<file path="config.mk">
export PLATFORM = sky130hd
export DESIGN_NAME = domain_name_validator
export DESIGN_NICKNAME = d
export VERILOG_FILES = /design/src/hw/rtl/dnv_pkg.sv /design/src/hw/rtl/dnv_in_stage.sv /design/src/hw/rtl/dnv_name_state.sv /design/src/hw/rtl/dnv_out_stage.sv /design/src/hw/rtl/domain_name_validator.sv
export SDC_FILE = /design/constraint.sdc
export NUM_CORES = 1
export LEC_CHECK = 0
export BUFFER_PORTS_ARGS = -buffer_cell sky130_fd_sc_hd__buf_2
export CAP_MARGIN = 20
export CORE_MARGIN = 10
export CORE_UTILIZATION = 26
export CTS_CLUSTER_SIZE = 30
export DETAILED_ROUTE_END_ITERATION = 10
export HOLD_SLACK_MARGIN = 0.12
export PLACE_DENSITY = 0.39
export SYNTH_ARGS = -nofsm -noshare
export SYNTH_HDL_FRONTEND = slang
export SYNTH_SLANG_ARGS = --single-unit
</file>
<file path="constraint.sdc">
create_clock -name clk -period 5.5 [get_ports clk]
set_input_delay 0.55 -clock clk [delete_from_list [all_inputs] [get_ports clk]]
set_output_delay 0.55 -clock clk [all_outputs]
set_load 0.02 [all_outputs]
</file>
<file path="src/hw/rtl/dnv_pkg.sv">
// dnv_pkg: shared types, constants and byte classifiers for the domain name validator
// no dependencies; used by dnv_in_stage, dnv_name_state and domain_name_validator under hw/rtl
package dnv_pkg;

  // special bytes
  localparam logic [7:0] CH_DOT    = 8'h2E;
  localparam logic [7:0] CH_HYPHEN = 8'h2D;

  // counter widths and saturation points
  localparam int unsigned NAME_LEN_W  = 8;
  localparam int unsigned LABEL_LEN_W = 7;

  // register reset values
  localparam logic [5:0] MAX_LABEL_RST = 6'd63;
  localparam logic [7:0] MAX_NAME_RST  = 8'd253;
  localparam logic [5:0] MIN_TOP_RST   = 6'd2;

  // configuration register indexes
  typedef enum logic [1:0] {
    REG_MAX_LABEL = 2'd0,
    REG_MAX_NAME  = 2'd1,
    REG_MIN_TOP   = 2'd2
  } reg_idx_t;

  // one input beat
  typedef struct packed {
    logic [7:0] character;
    logic       last_char;
  } beat_t;

  // configured limits
  typedef struct packed {
    logic [5:0] max_label;
    logic [7:0] max_name;
    logic [5:0] min_top;
  } limits_t;

  function automatic logic is_digit(input logic [7:0] c);
    return (c >= 8'h30) && (c <= 8'h39);
  endfunction

  function automatic logic is_letter(input logic [7:0] c);
    return ((c >= 8'h41) && (c <= 8'h5A)) || ((c >= 8'h61) && (c <= 8'h7A));
  endfunction

endpackage

</file>
<file path="src/hw/rtl/dnv_in_stage.sv">
// dnv_in_stage: input register that holds one accepted beat until it is consumed
// depends on dnv_pkg (beat_t)
module dnv_in_stage (
  input  logic           clk,
  input  logic           rst_n,
  input  logic           in_valid,
  output logic           in_ready,
  input  dnv_pkg::beat_t in_beat,
  input  logic           advance,
  output logic           s1_valid,
  output dnv_pkg::beat_t s1_beat
);

  logic           valid_r;
  logic           valid_nxt;
  dnv_pkg::beat_t beat_r;

  // free when empty or when the held beat moves on this cycle
  assign in_ready  = !valid_r || advance;
  assign valid_nxt = in_ready ? in_valid : valid_r;

  // valid flag
  always_ff @(posedge clk) begin
    if (!rst_n) begin
      valid_r <= 1'b0;
    end else begin
      valid_r <= valid_nxt;
    end
  end

  // payload capture
  always_ff @(posedge clk) begin
    if (in_valid && in_ready) begin
      beat_r <= in_beat;
    end
  end

  assign s1_valid = valid_r;
  assign s1_beat  = beat_r;

endmodule

</file>
<file path="src/hw/rtl/dnv_name_state.sv">
// dnv_name_state: per-name counters and flags, one update per consumed beat, plus the verdict
// depends on dnv_pkg (beat_t, limits_t, byte classifiers)
module dnv_name_state (
  input  logic             clk,
  input  logic             rst_n,
  input  logic             advance,
  input  dnv_pkg::beat_t   beat,
  input  dnv_pkg::limits_t limits,
  output logic             verdict
);

  localparam logic [dnv_pkg::NAME_LEN_W-1:0]  NAME_SAT  = '1;
  localparam logic [dnv_pkg::LABEL_LEN_W-1:0] LABEL_SAT = '1;

  logic [dnv_pkg::NAME_LEN_W-1:0]  name_len_r, name_len_nxt, name_inc;
  logic [dnv_pkg::LABEL_LEN_W-1:0] label_len_r, label_len_nxt, label_inc;
  logic seen_dot_r, seen_dot_nxt;
  logic prev_dot_r, prev_dot_nxt;
  logic prev_hyph_r, prev_hyph_nxt;
  logic all_digits_r, all_digits_nxt;
  logic failed_r, failed_nxt;
  logic is_dot, is_hyph, is_dig, is_let;

  // byte class
  assign is_dot  = (beat.character == dnv_pkg::CH_DOT);
  assign is_hyph = (beat.character == dnv_pkg::CH_HYPHEN);
  assign is_dig  = dnv_pkg::is_digit(beat.character);
  assign is_let  = dnv_pkg::is_letter(beat.character);

  // saturating counts
  assign name_inc  = (name_len_r == NAME_SAT) ? name_len_r : name_len_r + 1'b1;
  assign label_inc = (label_len_r == LABEL_SAT) ? label_len_r : label_len_r + 1'b1;

  // next state for this beat
  always_comb begin
    name_len_nxt   = name_inc;
    label_len_nxt  = label_len_r;
    seen_dot_nxt   = seen_dot_r;
    prev_dot_nxt   = prev_dot_r;
    prev_hyph_nxt  = prev_hyph_r;
    all_digits_nxt = all_digits_r;
    failed_nxt     = failed_r || (name_inc > limits.max_name);
    if (is_dot) begin
      // a dot closes a label that must be non-empty and not end in a hyphen
      if (prev_dot_r || prev_hyph_r) begin
        failed_nxt = 1'b1;
      end
      seen_dot_nxt   = 1'b1;
      prev_dot_nxt   = 1'b1;
      prev_hyph_nxt  = 1'b0;
      label_len_nxt  = '0;
      all_digits_nxt = 1'b1;
    end else begin
      if (is_hyph) begin
        if (prev_dot_r) begin
          failed_nxt = 1'b1;
        end
      end else if (!is_dig && !is_let) begin
        failed_nxt = 1'b1;
      end
      if (!is_dig) begin
        all_digits_nxt = 1'b0;
      end
      label_len_nxt = label_inc;
      if (label_inc > {1'b0, limits.max_label}) begin
        failed_nxt = 1'b1;
      end
      prev_dot_nxt  = 1'b0;
      prev_hyph_nxt = is_hyph;
    end
  end

  // verdict on the final beat
  assign verdict = !failed_nxt && seen_dot_nxt && !prev_dot_nxt && !prev_hyph_nxt &&
                   (label_len_nxt >= {1'b0, limits.min_top}) && !all_digits_nxt;

  // state registers, cleared after every final beat
  always_ff @(posedge clk) begin
    if (!rst_n || (advance && beat.last_char)) begin
      name_len_r   <= '0;
      label_len_r  <= '0;
      seen_dot_r   <= 1'b0;
      prev_dot_r   <= 1'b1;
      prev_hyph_r  <= 1'b0;
      all_digits_r <= 1'b1;
      failed_r     <= 1'b0;
    end else if (advance) begin
      name_len_r   <= name_len_nxt;
      label_len_r  <= label_len_nxt;
      seen_dot_r   <= seen_dot_nxt;
      prev_dot_r   <= prev_dot_nxt;
      prev_hyph_r  <= prev_hyph_nxt;
      all_digits_r <= all_digits_nxt;
      failed_r     <= failed_nxt;
    end
  end

  // state is back at start after a final beat
  assert property (@(posedge clk) disable iff (!rst_n)
    advance && beat.last_char |=> (name_len_r == '0) && prev_dot_r && !failed_r)
    else $error("name state not cleared after final beat");

  // a label never counts more bytes than the whole name
  assert property (@(posedge clk) disable iff (!rst_n)
    {1'b0, label_len_r} <= name_len_r)
    else $error("label length exceeds name length");

  // right after a dot the current label is empty
  assert property (@(posedge clk) disable iff (!rst_n)
    prev_dot_r && (name_len_r != '0) |-> (label_len_r == '0) && seen_dot_r)
    else $error("label length nonzero after dot");

endmodule

</file>
<file path="src/hw/rtl/dnv_out_stage.sv">
// dnv_out_stage: result register holding one verdict until the sink takes it
// no package dependencies
module dnv_out_stage (
  input  logic clk,
  input  logic rst_n,
  input  logic load,
  input  logic verdict,
  output logic can_load,
  output logic out_valid,
  input  logic out_ready,
  output logic out_name_valid
);

  logic valid_r, valid_nxt;
  logic result_r;

  // room when empty or when the held result leaves this cycle
  assign can_load  = !valid_r || out_ready;
  assign valid_nxt = load || (valid_r && !out_ready);

  always_ff @(posedge clk) begin
    if (!rst_n) begin
      valid_r <= 1'b0;
    end else begin
      valid_r <= valid_nxt;
    end
  end

  // result payload
  always_ff @(posedge clk) begin
    if (load) begin
      result_r <= verdict;
    end
  end

  assign out_valid      = valid_r;
  assign out_name_valid = result_r;

endmodule

</file>
<file path="src/hw/rtl/domain_name_validator.sv">
// domain_name_validator: streaming hostname syntax checker, one byte per beat
// depends on dnv_pkg, dnv_in_stage, dnv_name_state, dnv_out_stage
// path: bytes sit in the input register, final verdicts in the result register
// throughput: one byte per cycle unless a final byte stalls on a full result register
// the input register and result register decouple the two channels
// reset (synchronous, rst_n low): channels empty, name state at start, limits 63/253/2
module domain_name_validator (
  input  logic       clk,
  input  logic       rst_n,
  input  logic       in_valid,
  output logic       in_ready,
  input  logic [7:0] in_character,
  input  logic       in_last_char,
  output logic       out_valid,
  input  logic       out_ready,
  output logic       out_name_valid,
  input  logic       cfg_we,
  input  logic [1:0] cfg_index,
  input  logic [7:0] cfg_data
);

  dnv_pkg::beat_t   in_beat, s1_beat;
  dnv_pkg::limits_t limits_r;
  logic             s1_valid, advance, can_load, verdict;

  assign in_beat.character = in_character;
  assign in_beat.last_char = in_last_char;

  // configuration registers
  always_ff @(posedge clk) begin
    if (!rst_n) begin
      limits_r.max_label <= dnv_pkg::MAX_LABEL_RST;
      limits_r.max_name  <= dnv_pkg::MAX_NAME_RST;
      limits_r.min_top   <= dnv_pkg::MIN_TOP_RST;
    end else if (cfg_we) begin
      unique case (dnv_pkg::reg_idx_t'(cfg_index))
        dnv_pkg::REG_MAX_LABEL: limits_r.max_label <= cfg_data[5:0];
        dnv_pkg::REG_MAX_NAME:  limits_r.max_name  <= cfg_data;
        dnv_pkg::REG_MIN_TOP:   limits_r.min_top   <= cfg_data[5:0];
        default: ;
      endcase
    end
  end

  // a held beat moves on unless it is final and a full result register is stalled
  assign advance = s1_valid && (!s1_beat.last_char || can_load);

  dnv_in_stage u_in (
    .clk      (clk),
    .rst_n    (rst_n),
    .in_valid (in_valid),
    .in_ready (in_ready),
    .in_beat  (in_beat),
    .advance  (advance),
    .s1_valid (s1_valid),
    .s1_beat  (s1_beat)
  );

  dnv_name_state u_state (
    .clk     (clk),
    .rst_n   (rst_n),
    .advance (advance),
    .beat    (s1_beat),
    .limits  (limits_r),
    .verdict (verdict)
  );

  dnv_out_stage u_out (
    .clk            (clk),
    .rst_n          (rst_n),
    .load           (advance && s1_beat.last_char),
    .verdict        (verdict),
    .can_load       (can_load),
    .out_valid      (out_valid),
    .out_ready      (out_ready),
    .out_name_valid (out_name_valid)
  );

  // a new result appears only after a final beat was consumed
  assert property (@(posedge clk) disable iff (!rst_n)
    $rose(out_valid) |-> $past(advance && s1_beat.last_char))
    else $error("result without a final beat");

  // a final beat is never consumed into a full, stalled result register
  assert property (@(posedge clk) disable iff (!rst_n)
    advance && s1_beat.last_char |-> !out_valid || out_ready)
    else $error("result overwritten");

  // a stalled result stays until the sink takes it
  assert property (@(posedge clk) disable iff (!rst_n)
    out_valid && !out_ready |=> out_valid)
    else $error("pending result dropped");

endmodule

</file>
### Word-level counts from Yosys, hierarchy flattened

Cells that the tools add are included.

* eq/ne operators: 6
* reductions and logical operators: 36
* order comparisons: 9
* multiplexer cells: 14
* add/sub/neg operators: 2

Operator list (number)
* $eq A8 B6 Y1 const B: 2
* $ge A8 B7 Y1 const B: 2
* $le A8 B7 Y1 const B: 2
* $mux W7: 2
* $logic_and A1 B1 Y1: 13
* $logic_not A1 Y1: 11
* $mux W1: 11
* $add A8 B1 Y8 const B: 1
* $eq A8 B8 Y1 const B: 1
* $ge A8 B6 Y1 const B: 1
* $gt A8 B8 Y1: 1
* $le A8 B6 Y1 const B: 1
* $logic_or A1 B1 Y1: 8
* $mux W8: 1
* $add A7 B1 Y7 const B: 1
* $eq A7 B7 Y1 const B: 1
* $ge A7 B6 Y1: 1
* $gt A7 B6 Y1: 1
* $reduce_and A2 Y1: 3
* $eq A2 B1 Y1 const B: 1
* $eq A2 B2 Y1 const B: 1
* $logic_not A2 Y1: 1

* logic and storage cells: 82
* register bits after elaboration: 52

### Longest topological paths before layout

Gate-level depths: netlist of run 1.

* depth after elaboration: 15
* depth in mapped cells: 12
* gate-level depth less buffers: 11

### Cells and area by module

From an unflattened synthesis of run 1, not the netlist that was laid out.

* cell total of the unflattened synthesis: 338
* area total of the unflattened synthesis: 3070.4 um2

Modules (own cells, without submodules)
* dnv_name_state: cells an instance 231, instances 1, area an instance 1793.0 um2
* domain_name_validator: cells an instance 88, instances 1, area an instance 870.8 um2
* dnv_in_stage: cells an instance 14, instances 1, area an instance 327.8 um2
* dnv_out_stage: cells an instance 5, instances 1, area an instance 78.8 um2

### Worst setup path after synthesis of run 1

Ideal clock, no wire load.

* path type: register to register
* start point: reg u_state.name_len_r[0] (netlist bit)
* end point: reg u_out.result_r, in the netlist u_out.out_name_valid (data pin)
* path buffers: 0
* data required time: 5.324 ns
* slack: 2.981 ns
* setup time: 0.176 ns
* arrival time: 2.343 ns
* cell stages (with the launch flop): 11
* cells stage by stage: dfxtp_1 > ha_1 > and2_1 > nand3_1 > mux2_2 > ha_1 > nor2b_1 > o211ai_1 > a21oi_1 > o21a_1 > nor4_1

* word-level cells in the longest chain between the ends: 14
* elaborated cells on any way between the ends: 17
* classes of those cells: add/sub: 1; order compare: 1; eq/ne: 1; mux: 7; reduce/logical: 7

RTL lines
* start: declaration: RTL line dnv_name_state.sv:15 `logic [dnv_pkg::NAME_LEN_W-1:0] name_len_r, name_len_nxt, name_inc;`
* start signal: assignment: RTL line dnv_name_state.sv:88 `name_len_r <= name_len_nxt;`
* $add A8 B1 Y8 or $eq A8 B8 Y1 (tied branches): RTL line dnv_name_state.sv:31 `assign name_inc = (name_len_r == NAME_SAT) ? name_len_r : name_len_r + 1'b1;`
* $mux W8 (*): RTL line dnv_name_state.sv:31
* named net u_state.name_inc, one bit: RTL line dnv_name_state.sv:15
* $gt A8 B8 Y1 (*): RTL line dnv_name_state.sv:42 `failed_nxt = failed_r || (name_inc > limits.max_name);`
* $logic_or A1 B1 Y1 (*): RTL line dnv_name_state.sv:42
* $mux W1 (on tied branches): RTL line dnv_name_state.sv:58, dnv_name_state.sv:55
* $mux W1: RTL line dnv_name_state.sv:54 `if (is_hyph) begin`
* $mux W1: RTL line dnv_name_state.sv:65 `if (label_inc > {1'b0, limits.max_label}) begin`
* $mux W1 (*): RTL line dnv_name_state.sv:43 `if (is_dot) begin`
* $logic_not A1 Y1 (*): RTL line dnv_name_state.sv:74 `assign verdict = !failed_nxt && seen_dot_nxt && !prev_dot_nxt && !prev_hyph_nxt &&`
* $logic_and A1 B1 Y1 (*) (4 in series): RTL line dnv_name_state.sv:74
* $logic_and A1 B1 Y1 (*): RTL line dnv_name_state.sv:75 `(label_len_nxt >= {1'b0, limits.min_top}) && !all_digits_nxt;`
* named net u_out.verdict: RTL line dnv_out_stage.sv:7 `input logic verdict,`
* end signal: assignment: RTL line dnv_out_stage.sv:32 `result_r <= verdict;`
* end: declaration: RTL line dnv_out_stage.sv:15 `logic result_r;`

The timed path passes the listed nets; every way through them passes the cells marked *.
A chain may end at the register's enable or synchronous reset.

### Final worst setup path of run 1

* start point: reg u_state.label_len_r[0] (netlist bit)
* end point: reg u_out.result_r, in the netlist u_out.out_name_valid (data pin)

* word-level cells in the longest chain between the ends: 11
* elaborated cells on any way between the ends: 14
* classes of those cells: add/sub: 1; order compare: 2; eq/ne: 1; mux: 4; reduce/logical: 6

RTL lines
* start: declaration: RTL line dnv_name_state.sv:16 `logic [dnv_pkg::LABEL_LEN_W-1:0] label_len_r, label_len_nxt, label_inc;`
* start signal: assignment: RTL line dnv_name_state.sv:89 `label_len_r <= label_len_nxt;`
* $add A7 B1 Y7 or $eq A7 B7 Y1 (tied branches): RTL line dnv_name_state.sv:32 `assign label_inc = (label_len_r == LABEL_SAT) ? label_len_r : label_len_r + 1'b1;`
* $mux W7 (*): RTL line dnv_name_state.sv:32
* $gt A7 B6 Y1: RTL line dnv_name_state.sv:65
* $mux W1: RTL line dnv_name_state.sv:65
* $mux W1: RTL line dnv_name_state.sv:43
* $logic_not A1 Y1: RTL line dnv_name_state.sv:74
* $logic_and A1 B1 Y1 (3 in series): RTL line dnv_name_state.sv:74
* $logic_and A1 B1 Y1 (*): RTL line dnv_name_state.sv:74
* $logic_and A1 B1 Y1 (*): RTL line dnv_name_state.sv:75
* named net u_out.verdict: RTL line dnv_out_stage.sv:7

Marks and branches as above.

==> results by group, run 1 <==
Synthesis
  • Post-synth ARST share: 0
  • Yosys warning total: 0
  • Distinct cells, synth: between 50 and 60
  • Commonest cells in the netlist: 45 x nand2_1, 42 x dfxtp_1, 24 x a21oi_1
  • Sequential-to-total area share from yosys stat: 0.3986
  • Post-synth EDFFs: 10
  • Yosys top cell area share: 0.2937
  • Most frequent cell after synthesis: nand2_1
  • Number of synthesized register bits: 52
  • Largest area contributor in the netlist: dfxtp_1
  • Synth Instances: between 300 and 400
  • Syn_area_per_cell: roughly 9 um^2
  • Synth area leaders: dfxtp_1 29%, edfxtp_1 10%, ha_1 9.6%
  • Netlist Area Pre-Place: 2863 um^2
  • Commonest register cell after synthesis: dfxtp_1
  • Syn Nets: around 370

CTS
  • Clock buffer depth: 2
  • # resized after CTS: 0
  • # hold bufs at CTS: 0
  • Clock slew seen by the registers of the worst setup and hold paths: roughly 0.1 ns
  • Clock Latency Late Sink: roughly 0.3 ns
  • Setup Buffers After CTS: 0
  • Sink Count: 52
  • Max H-tree Level: 2
  • Num CTS Buffers: 5
  • Root buffer cell: clkbuf_8
  • CTS tree: yes

Timing
  • TNS Setup: 0 ns
  • Endpoints failing hold: 0
  • Clk_skew: between 0.006 and 0.007 ns
  • RSZ-0062 raised after global routing: no
  • Post-route clock period utilization: 0.5154
  • Worst slew pin tran: 0.8580 ns
  • Post-route worst setup slack: between 2 and 3 ns
  • Post-layout min period: approximately 2.8 ns
  • Max-slew headroom: 0.4259
  • F_max: 0.3528 GHz
  • Setup Viol. Count Final: 0
  • Fin. max-slew vios: 0

Worst setup path
  • Worst R2R Setup Slack: 2.67 ns
  • CP max FO: 7
  • Critical Path Sink Type: flop
  • Crit Reg-Reg Endpoint: u_out.out_name_valid
  • Reg-to-reg startpoint: u_state.label_len_r[0]
  • CP Depth: 10
  • CP cell instances: ha_1 -> and4_1 -> nand3_4 -> mux2_4 -> ha_1 -> nand3b_1 -> a21o_1 -> a21o_1 -> a31oi_1 -> nor4_1
  • Critical Path RT: about 5.6 ns
  • Worst path max stage delay: roughly 0.44 ns
  • Crit-path slowest cell: dfxtp_1
  • WP data arrival: between 2 and 3 ns
  • CP Buf/Inv Count: 0
  • Cell family with most CP delay: simple AND/OR/NAND/NOR gates
  • CP Class: flop to flop
  • R2R depth: 10
  • Startpoint types: flop

Floorplanning
  • Initial Utilization: 0.2652
  • Site Rows: 38
  • Core area: 10790 um^2
  • Die Area: 15610 um^2
  • Chip width: approximately 120 um
  • I/O Pins: 27
  • Die Span Y: approximately 120 um

Final layout
  • Register area: ~1100 um^2
  • Nets@finish: between 300 and 400
  • # fillers: 1138
  • Share of cells above drive strength 1: 0.1318
  • Area of the multi-input gates: approximately 1600 um^2
  • # diodes: 0
  • Fin cells: about 500
  • Syn-to-layout area delta: 11.80%
  • Final Cell Area: about 3200 um^2
  • Final core occ: 0.2965

Detailed routing
  • Vias: ~2300
  • WL/cell: 13.53 um
  • Drt first pass iters: 4
  • 1st-iter DRT viols: 83
  • Via density: 4.638
  • Routed Antenna Nets: 0
  • DRC viols: 0
  • Routed WL: roughly 6.6 mm

Min path
  • Worst hold start: in_character[0]
  • Hold Crit Class: primary input to flop
  • Hold depth: 1
  • Worst Hold Path EP: u_in.s1_beat[1]

GRT
  • Initial antenna violation count: 0
  • Grt ovf: 0
  • First-pass GRT wire length: 11.63 mm
  • Largest net degree at the start of global routing: 26
  • Vias in the first global route: around 2300
  • Tot GR Track Use: 0.08791

Placement
  • DP HPWL: between 5 and 6 mm
  • Place WS: ~2.7 ns
  • Placed cell areas: about 3100 um^2
  • Inst Count DP: ~480
  • GPL Wtd Cong: 0.7220
  • PortBufs: 26

Flow run
  • Maxcap violations: 0

Outcome
  • Run status: finished clean

Power
  • PwrDens: approximately 220 nW/um^2
  • Lkg Pwr: 0.001381 uW
  • VDD IR max: roughly 0.11 mV
-- cell families after synthesis --
kind of cell | synth area share
AND/OR/NAND/NOR | 0.2399
AO/OA/AOI/OAI | 0.1560
flip-flops | 0.3986
buffers and inverters | 0.04939
adder cells (fa/ha/maj) | 0.09615
multiplexers | 0.04152
XOR/XNOR | 0.01836
-- report_power, final --
group,internal (uW),switching (uW)
Clock,89.3,135
Combinational,31.6,42.0
Sequential,403,9.12
Total,524,186
-- per-stage QoR --
| step | power (uW) | hold WS [ns] |
|---|---|---|
| finish | 709.4 | 0.4128 |
| floorplan | 469.1 | 0.4320 |
| global placement | 495.7 | 0.4458 |
| detailed placement | 496.1 | 0.4497 |
| global route | 751.8 | 0.3957 |
| CTS | 724.4 | 0.4001 |
-- placed cells by master (no fill, tap or decap), types with 12 or more instances in the layout --
cell type	Yosys	final
inv_1	21	21
ha_1	22	22
nand2_1	45	45
o211ai_1	12	12
nor2_1	20	20
nor2b_1	13	13
a21oi_1	24	24
dfxtp_1	42	42
buf_2	1	26
nand3_1	14	14
-- worst max-delay path by stage --
stage | endpoint | from
after global routing | u_out.out_name_valid | u_state.label_len_r[0]
after global placement | u_out.out_name_valid | u_state.label_len_r[0]
after CTS | u_out.out_name_valid | u_state.label_len_r[0]
final | u_out.out_name_valid | u_state.label_len_r[0]
after detailed placement | u_out.out_name_valid | u_state.label_len_r[0]
after floorplan | u_out.out_name_valid | u_state.name_len_r[0]
-- state kept, by name (all words and copies together) (netlist names) --
register              count
u_state.prev_hyph_r       1
u_out.out_name_valid      1
u_out.out_valid           1
u_state.name_len_r        8
u_state.all_digits_r      1
u_state.prev_dot_r        1
u_state.seen_dot_r        1
u_state.failed_r          1
u_state.label_len_r       7
u_in.s1_beat              9
limits_r                 20
u_in.s1_valid             1
-- area by class of cell --
cell class	count	area share
Multi-Input combinational cell	241	0.4937
Sequential cell	52	0.3565
Tap cell	140	0.05473
Timing Repair Buffer	27	0.04300
Inverter	21	0.02463
Clock buffer	5	0.02150
Clock inverter	3	0.005864
-- metal layers --
| layer | vias up | global-route usage | routed length [um] |
|---|---|---|---|
| met4 | 0 | 0.02236 | 40 |
| met3 | 2 | 0.01521 | 134 |
| met5 | - | 0 | 0 |
| met2 | 32 | 0.1517 | 3155 |
| li1 | 1194 | - | - |
| met1 | 1040 | 0.1107 | 3284 |
Power figures use the tool's default switching activity.
==> inputs of run 2 (changes only) <==
--- a/config.mk
+++ b/config.mk
@@ -5,6 +5,7 @@
 export SDC_FILE = /design/constraint.sdc
 export NUM_CORES = 1
 export LEC_CHECK = 0
+export ABC_AREA = 1
 export BUFFER_PORTS_ARGS = -buffer_cell sky130_fd_sc_hd__buf_2
 export CAP_MARGIN = 20
 export CORE_MARGIN = 10
==> constraint.sdc (replaced) <==
create_clock -name clk -period 2.9 [get_ports clk]
set_input_delay 0.29 -clock clk [delete_from_list [all_inputs] [get_ports clk]]
set_output_delay 0.29 -clock clk [all_outputs]
set_load 0.02 [all_outputs]
==> results by group, run 2 <==
Synthesis
  • Commonest register cell after synthesis: dfxtp_1 (unchanged)
  • Netlist Area Pre-Place: 2888 um^2 (was 2863 um^2)
  • Sequential-to-total area share from yosys stat: 0.3951 (was 0.3986)
  • Number of synthesized register bits: 52 (unchanged)
  • Syn Nets: 436 (was 372)
  • Post-synth ARST share: 0 (unchanged)
  • Synth area leaders: dfxtp_1 29%, nand2_1 11%, edfxtp_1 10% (was dfxtp_1 29%, edfxtp_1 10%, ha_1 9.6%)
  • Yosys warning total: 0 (unchanged)
  • Post-synth EDFFs: 10 (unchanged)
  • Commonest cells in the netlist: 88 x nand2_1, 60 x inv_1, 42 x dfxtp_1 (was 45 x nand2_1, 42 x dfxtp_1, 24 x a21oi_1)
  • Distinct cells, synth: 32 (was 51)
  • Most frequent cell after synthesis: nand2_1 (unchanged)
  • Largest area contributor in the netlist: dfxtp_1 (unchanged)
  • Yosys top cell area share: 0.2912 (was 0.2937)
  • Synth Instances: 390 (was 326)
  • Syn_area_per_cell: 7.405 um^2 (was 8.781 um^2)

GRT
  • Grt ovf: 0 (unchanged)
  • GRT met3 Usage: 0.01986 (was 0.01521)
  • Global routing usage on met2: 0.1290 (was 0.1517)
  • Tot GR Track Use: 0.08338 (was 0.08791)
  • Initial antenna violation count: 0 (unchanged)
  • Vias in the first global route: 2329 (was 2307)
  • Met1 Use GR: 0.1102 (was 0.1107)
  • Top Usage Layer GRT: met2 (unchanged)
  • First-pass GRT wire length: 11.04 mm (was 11.63 mm)
  • Largest net degree at the start of global routing: 24 (was 26)

CTS
  • Num CTS Buffers: 5 (unchanged)
  • CTS tree: yes (unchanged)
  • Max H-tree Level: 2 (unchanged)
  • Sink Count: 52 (unchanged)
  • Clock slew seen by the registers of the worst setup and hold paths: 0.10 ns (about the same)
  • Root buffer cell: clkbuf_8 (unchanged)
  • Setup Buffers After CTS: 0 (unchanged)
  • # hold bufs at CTS: 0 (unchanged)
  • Clock buffer depth: 2 (unchanged)
  • # resized after CTS: 0 (unchanged)
  • Clock Latency Late Sink: 0.31 ns (was 0.30 ns)

Floorplanning
  • I/O Pins: 27 (unchanged)
  • Chip width: 125.4 um (was 124.9 um)
  • Core area: 10840 um^2 (was 10790 um^2)
  • Site Rows: 38 (unchanged)
  • Die Area: 15720 um^2 (was 15610 um^2)
  • Initial Utilization: 0.2664 (was 0.2652)
  • Die Span Y: 125.4 um (was 124.9 um)

Final layout
  • Share of cells above drive strength 1: 0.1367 (was 0.1318)
  • # fillers: 1211 (was 1138)
  • Area of the multi-input gates: 1453 um^2 (was 1580 um^2)
  • Commonest non-fill, non-tap cell in the layout: nand2_1 (unchanged)
  • Nets@finish: 462 (was 394)
  • # diodes: 0 (unchanged)
  • Fin cells: 557 (was 489)
  • Max reg flops: 20 (unchanged)
  • Register area: 1141 um^2 (unchanged)
  • Largest register by flop count: limits_r (unchanged)
  • Syn-to-layout area delta: 12.65% (was 11.80%)
  • Commonest cells after routing, fill and taps aside: 88 x nand2_1, 60 x inv_1, 42 x dfxtp_1 (was 45 x nand2_1, 42 x dfxtp_1, 26 x buf_2)

Worst setup path
  • Crit Reg-Reg Endpoint: u_out.out_name_valid (unchanged)
  • Critical Path RT: 3.08 ns (was 5.56 ns)
  • Critical Path Sink Type: flop (unchanged)
  • R2R depth: 18 (was 10)
  • Worst R2R Setup Slack: 0.46 ns (was 2.67 ns)
  • CP max FO: 6 (was 7)
  • Startpoint types: flop (unchanged)
  • WP data arrival: 2.62 ns (was 2.89 ns)
  • Reg-to-reg startpoint: u_state.label_len_r[1] (was u_state.label_len_r[0])
  • CP Class: flop to flop (unchanged)

Power
  • Reg power frac: 0.557 (was 0.581)
  • PwrDens: 443.0 nW/um^2 (was 221.6 nW/um^2)
  • Clock group share of total power: 0.298 (was 0.316)
  • VDD IR max: 0.1626 mV (was 0.1101 mV)
  • Logic pwr share: 0.145 (was 0.104)
  • Net switching power: 410.9 uW (was 185.9 uW)
  • Lkg Pwr: 0.001681 uW (was 0.001381 uW)
  • Sw Share: 0.2852 (was 0.2620)
  • Int Pwr: 1030 uW (was 523.5 uW)

Detailed routing
  • Via density: 4.257 (was 4.638)
  • Routed Antenna Nets: 0 (unchanged)
  • WL/cell: 11.51 um (was 13.53 um)
  • 1st-iter DRT viols: 111 (was 83)
  • Drt first pass iters: 4 (unchanged)
  • Vias: 2371 (was 2268)
  • Routed WL: 6.411 mm (was 6.615 mm)
  • DRC viols: 0 (unchanged)

Timing
  • Post-layout min period: 2.444 ns (was 2.835 ns)
  • Worst slew pin tran: 0.4427 ns (was 0.8580 ns)
  • Fin. max-slew vios: 0 (unchanged)
  • TNS Setup: 0 ns (unchanged)
  • Endpoints failing hold: 0 (unchanged)
  • Hold WS: 0.1487 ns (was 0.4128 ns)
  • RSZ-0062 raised after global routing: no (unchanged)
  • Post-route clock period utilization: 0.8428 (was 0.5154)
  • F_max: 0.4091 GHz (was 0.3528 GHz)
  • Max-slew headroom: 0.7049 (was 0.4259)
  • Setup Viol. Count Final: 0 (unchanged)
  • Clk_skew: 0.005671 ns (was 0.006440 ns)

Min path
  • Hold Crit Class: primary input to flop (unchanged)
  • Worst hold start: in_character[3] (was in_character[0])
  • Hold depth: 1 (unchanged)
  • Worst Hold Path EP: u_in.s1_beat[4] (was u_in.s1_beat[1])

Flow run
  • Maxcap violations: 0 (unchanged)

Placement
  • PortBufs: 26 (unchanged)
  • GPL Wtd Cong: 0.7930 (was 0.7220)
  • DP HPWL: 5.114 mm (was 5.090 mm)
  • Inst Count DP: 549 (was 481)

Outcome
  • Run status: finished clean (unchanged)
[run 2: cell count changes after synthesis, sizes merged, moves of 4 or more]
cell	before	now
nand2	45	93
inv	21	66
nor2	20	43
o21ai	9	27
nor2b	14	0
mux2i	7	0
and3	6	0
a31oi	5	0
clkbuf	9	4
a21o	4	0
mux2	4	0
[run 2: final cells by class]
cell class	count	area share
multi-input cells	263	0.4465
flip-flops and latches	52	0.3508
inverters	66	0.07615
well taps	140	0.05385
repair buffers	28	0.04462
clock buffers	5	0.02115
clock inverters	3	0.006923
[run 2: critical path, cell delays in order (launching register included)]
cell     delay [ns]
dfxtp_1        0.41
ha_1           0.23
nand2_2        0.10
nor2_4         0.14
nand2_2        0.10
or2_1          0.23
o21ai_2        0.06
inv_2          0.05
nand2_2        0.07
inv_1          0.05
ha_1           0.26
nand2_1        0.04
o21ai_0        0.17
nand3_1        0.09
nand2_1        0.08
nand2_1        0.05
nand2_1        0.05
nand2_1        0.04
nor2_1         0.09
[run 2: power by group through the flow]
stage / Sequential (uW) / Combinational [uW] / Clock (uW)
2_1_floorplan: 814 / 153 / 0
3_3_place_gp: 820 / 212 / 0
3_5_place_dp: 820 / 212 / 0
4_1_cts: 803 / 214 / 457
5_1_grt: 809 / 248 / 487
6_report: 803 / 208 / 430
[run 2: cell families after synthesis]
| kind of cell | after synthesis | share of synthesized area |
|---|---|---|
| simple gates | 164 | 0.2487 |
| xor+xnor | 6 | 0.01820 |
| flops | 52 | 0.3951 |
| compound gates | 71 | 0.1408 |
| fa+ha+maj | 22 | 0.09532 |
| buf+inv | 75 | 0.1018 |
[run 2: worst max-delay path by stage]
stage,startpoint,endpoint,slack [ns],cells after the start
6_report,u_state.label_len_r[1],u_out.out_name_valid,0.46,18
3_3_place_gp,u_state.label_len_r[1],u_out.out_name_valid,0.52,18
2_1_floorplan,u_state.label_len_r[0],u_out.out_name_valid,0.73,18
3_5_place_dp,u_state.label_len_r[0],u_out.out_name_valid,0.48,18
5_1_grt,u_state.label_len_r[0],u_out.out_name_valid,0.13,18
4_1_cts,u_state.label_len_r[1],u_out.out_name_valid,0.46,18
[run 2: per-layer routing]
layer / vias to the layer above / routed length, um / part of all wire
li1: 1303 / - / -
met1: 1021 / 3409 / 0.53
met2: 38 / 2693 / 0.42
met3: 9 / 189 / 0.029
met4: 0 / 119 / 0.019
met5: - / 0 / 0
[run 2: stage by stage]
| stage | util | total power [uW] | worst slack (ns) | area, um^2 |
|---|---|---|---|---|
| 3_3_place_gp | 0.2917 | 1032 | 0.5157 | 3162 |
| 4_1_cts | 0.3001 | 1474 | 0.4560 | 3253 |
| 5_1_grt | 0.3001 | 1545 | 0.1283 | 3253 |
| 3_5_place_dp | 0.2917 | 1032 | 0.4772 | 3162 |
| 2_1_floorplan | - | 967.8 | 0.7258 | 2888 |
| 6_report | 0.3001 | 1441 | 0.4558 | 3253 |
==> inputs of run 3 (changes only) <==
==> constraint.sdc (replaced) <==
create_clock -name clk -period 2.3 [get_ports clk]
set_input_delay 0.23 -clock clk [delete_from_list [all_inputs] [get_ports clk]]
set_output_delay 0.23 -clock clk [all_outputs]
set_load 0.02 [all_outputs]
==> results by group, run 3 (same netlist as run 2, synthesis figures left out) <==
Placement
  • PortBufs: 26 (unchanged)
  • GPL Wtd Cong: 0.7797 (was 0.7930)
  • DP HPWL: 5.294 mm (was 5.114 mm)
  • Place WS: -0.06334 ns (was 0.4772 ns)

Timing
  • Clk_skew: 0.01056 ns (was 0.005671 ns)
  • Endpoints failing hold: 0 (unchanged)
  • Post-layout min period: 2.237 ns (was 2.444 ns)
  • Worst slew pin tran: 0.5148 ns (was 0.4427 ns)
  • F_max: 0.4470 GHz (was 0.4091 GHz)
  • Max-slew headroom: 0.6542 (was 0.7049)
  • Post-route worst setup slack: 0.06294 ns (was 0.4558 ns)
  • Post-route clock period utilization: 0.9726 (was 0.8428)
  • Setup Viol. Count Final: 0 (unchanged)
  • Fin. max-slew vios: 0 (unchanged)
  • RSZ-0062 raised after global routing: yes (was no)

Detailed routing
  • Vias: 2541 (was 2371)
  • DRC viols: 0 (unchanged)
  • Routed Antenna Nets: 0 (unchanged)
  • Drt first pass iters: 4 (unchanged)
  • WL/cell: 11.22 um (was 11.51 um)
  • Routed WL: 6.789 mm (was 6.411 mm)
  • 1st-iter DRT viols: 108 (was 111)
  • Via density: 4.200 (was 4.257)

Outcome
  • Run status: finished clean (unchanged)

GRT
  • Tot GR Track Use: 0.08742 (was 0.08338)
  • Largest net degree at the start of global routing: 23 (was 24)
  • First-pass GRT wire length: 11.62 mm (was 11.04 mm)
  • Initial antenna violation count: 0 (unchanged)
  • Grt ovf: 0 (unchanged)
  • Vias in the first global route: 2484 (was 2329)

Final layout
  • Nets@finish: 510 (was 462)
  • Syn-to-layout area delta: 30.07% (was 12.65%)
  • Area of the multi-input gates: 1539 um^2 (was 1453 um^2)
  • # diodes: 0 (unchanged)
  • Commonest cells after routing, fill and taps aside: 86 x nand2_1, 59 x inv_1, 40 x buf_4 (was 88 x nand2_1, 60 x inv_1, 42 x dfxtp_1)
  • Commonest non-fill, non-tap cell in the layout: nand2_1 (unchanged)
  • Register area: 1146 um^2 (was 1141 um^2)
  • Max reg flops: 20 (unchanged)
  • Largest register by flop count: limits_r (unchanged)
  • Share of cells above drive strength 1: 0.2452 (was 0.1367)
  • # fillers: 1162 (was 1211)

CTS
  • Num CTS Buffers: 5 (unchanged)
  • Clock slew seen by the registers of the worst setup and hold paths: 0.09 ns (was 0.10 ns)
  • Clock Latency Late Sink: 0.31 ns (about the same)
  • Sink Count: 52 (unchanged)
  • Root buffer cell: clkbuf_8 (unchanged)
  • Max H-tree Level: 2 (unchanged)
  • CTS tree: yes (unchanged)
  • Clock buffer depth: 2 (unchanged)

Worst setup path
  • Critical Path Sink Type: flop (unchanged)
  • Crit path top cell by count: nand2_1 (unchanged)
  • WP data arrival: 2.31 ns (was 2.62 ns)
  • Crit Reg-Reg Endpoint: u_out.out_name_valid (unchanged)
  • CP max FO: 7 (was 6)
  • Startpoint types: flop (unchanged)
  • Crit-path slowest cell: dfxtp_2 (was dfxtp_1)
  • R2R depth: 18 (unchanged)
  • Worst R2R Setup Slack: 0.06 ns (was 0.46 ns)
  • CP Class: flop to flop (unchanged)
  • Reg-to-reg startpoint: u_state.name_len_r[0] (was u_state.label_len_r[1])
  • CP cell instances: ha_2 -> nand2_1 -> inv_2 -> nand4_4 -> nor2_4 -> inv_4 -> nand2_1 -> nand2_2 -> ha_4 -> inv_1 -> o21bai_1 -> nand2_1 -> nand2_1 -> nand2_1 -> nand2_1 -> a21oi_2 -> nand2_1 -> nor2_1 (was ha_1 -> nand2_2 -> nor2_4 -> nand2_2 -> or2_1 -> o21ai_2 -> inv_2 -> nand2_2 -> inv_1 -> ha_1 -> nand2_1 -> o21ai_0 -> nand3_1 -> nand2_1 -> nand2_1 -> nand2_1 -> nand2_1 -> nor2_1)
  • Critical Path RT: 2.38 ns (was 3.08 ns)
  • Worst path max stage delay: 0.34 ns (was 0.41 ns)

Min path
  • Worst hold start: cfg_data[7] (was in_character[3])
  • Worst Hold Path EP: limits_r[13] (was u_in.s1_beat[4])
  • Hold depth: 3 (was 1)
  • Hold Crit Class: primary input to flop (unchanged)

Floorplanning
  • Site Rows: 38 (unchanged)
  • Chip width: 125.4 um (unchanged)
  • Die Span Y: 125.4 um (unchanged)
  • Initial Utilization: 0.2664 (unchanged)
  • Core area: 10840 um^2 (unchanged)
  • I/O Pins: 27 (unchanged)
  • Die Area: 15720 um^2 (unchanged)

Power
  • VDD IR max: 0.2156 mV (was 0.1626 mV)
  • Final Total Pwr: 1990 uW (was 1441 uW)
  • PwrDens: 529.7 nW/um^2 (was 443.0 nW/um^2)
  • Lkg Pwr: 0.001932 uW (was 0.001681 uW)

Flow run
  • Maxcap violations: 0 (unchanged)
[run 3: worst max-delay path, delay by kind of cell, from the launching register on]
kind,cells,cell delay [ns]
AO/OA/AOI/OAI,2,0.18
buffers and inverters,3,0.19
adder cells (fa/ha/maj),2,0.46
AND/OR/NAND/NOR,11,0.83
flip-flops,1,0.34
[run 3: timing repair]
item	in CTS	in global routing
pin swaps	2	12
endpoints found under the hold margin	9	0
endpoints found under the setup margin	1	2
hold buffers	9	0
setup buffers	0	11
resized for setup	4	22
[run 3: how the worst max path moves through the flow]
stage                                       to              startpoint  cells past startpoint
after global placement    u_out.out_name_valid  u_state.label_len_r[0]                     18
after floorplan           u_out.out_name_valid  u_state.label_len_r[0]                     18
final                     u_out.out_name_valid   u_state.name_len_r[0]                     18
after global routing      u_out.out_name_valid  u_state.label_len_r[1]                     17
after CTS                 u_out.out_name_valid   u_state.name_len_r[0]                     18
after detailed placement  u_out.out_name_valid  u_state.label_len_r[0]                     18
[run 3: power breakdown]
group | total, uW | internal, uW | switching, uW
sequential | 1010 | 980 | 30.9
combinational | 340 | 154 | 185
clock | 639 | 322 | 317
[run 3: through the flow]
step	area, um^2	instances	util	TNS (ns)	hold slack, ns
after floorplan	2888	390	-	0	0.3289
after global placement	3372	577	0.3111	0	0.4063
after detailed placement	3372	577	0.3111	-0.06334	0.4082
after CTS	3585	594	0.3307	0	0.1263
after global routing	3756	605	0.3465	-0.2782	0.1379
final	3756	605	0.3465	0	0.1348
[run 3: cell type report]
class | count | area share
well taps | 140 | 0.04664
repair buffers | 76 | 0.1416
flip-flops and latches | 52 | 0.3051
multi-input cells | 263 | 0.4097
clock buffers | 5 | 0.01832
inverters | 66 | 0.06729
clock inverters | 3 | 0.01133
[run 3: routing by layer]
metal | track usage | routed length [um]
met1 | 0.1134 | 3552
met2 | 0.1388 | 2943
met3 | 0.02366 | 232
met4 | 0.02439 | 60
met5 | 0 | 0
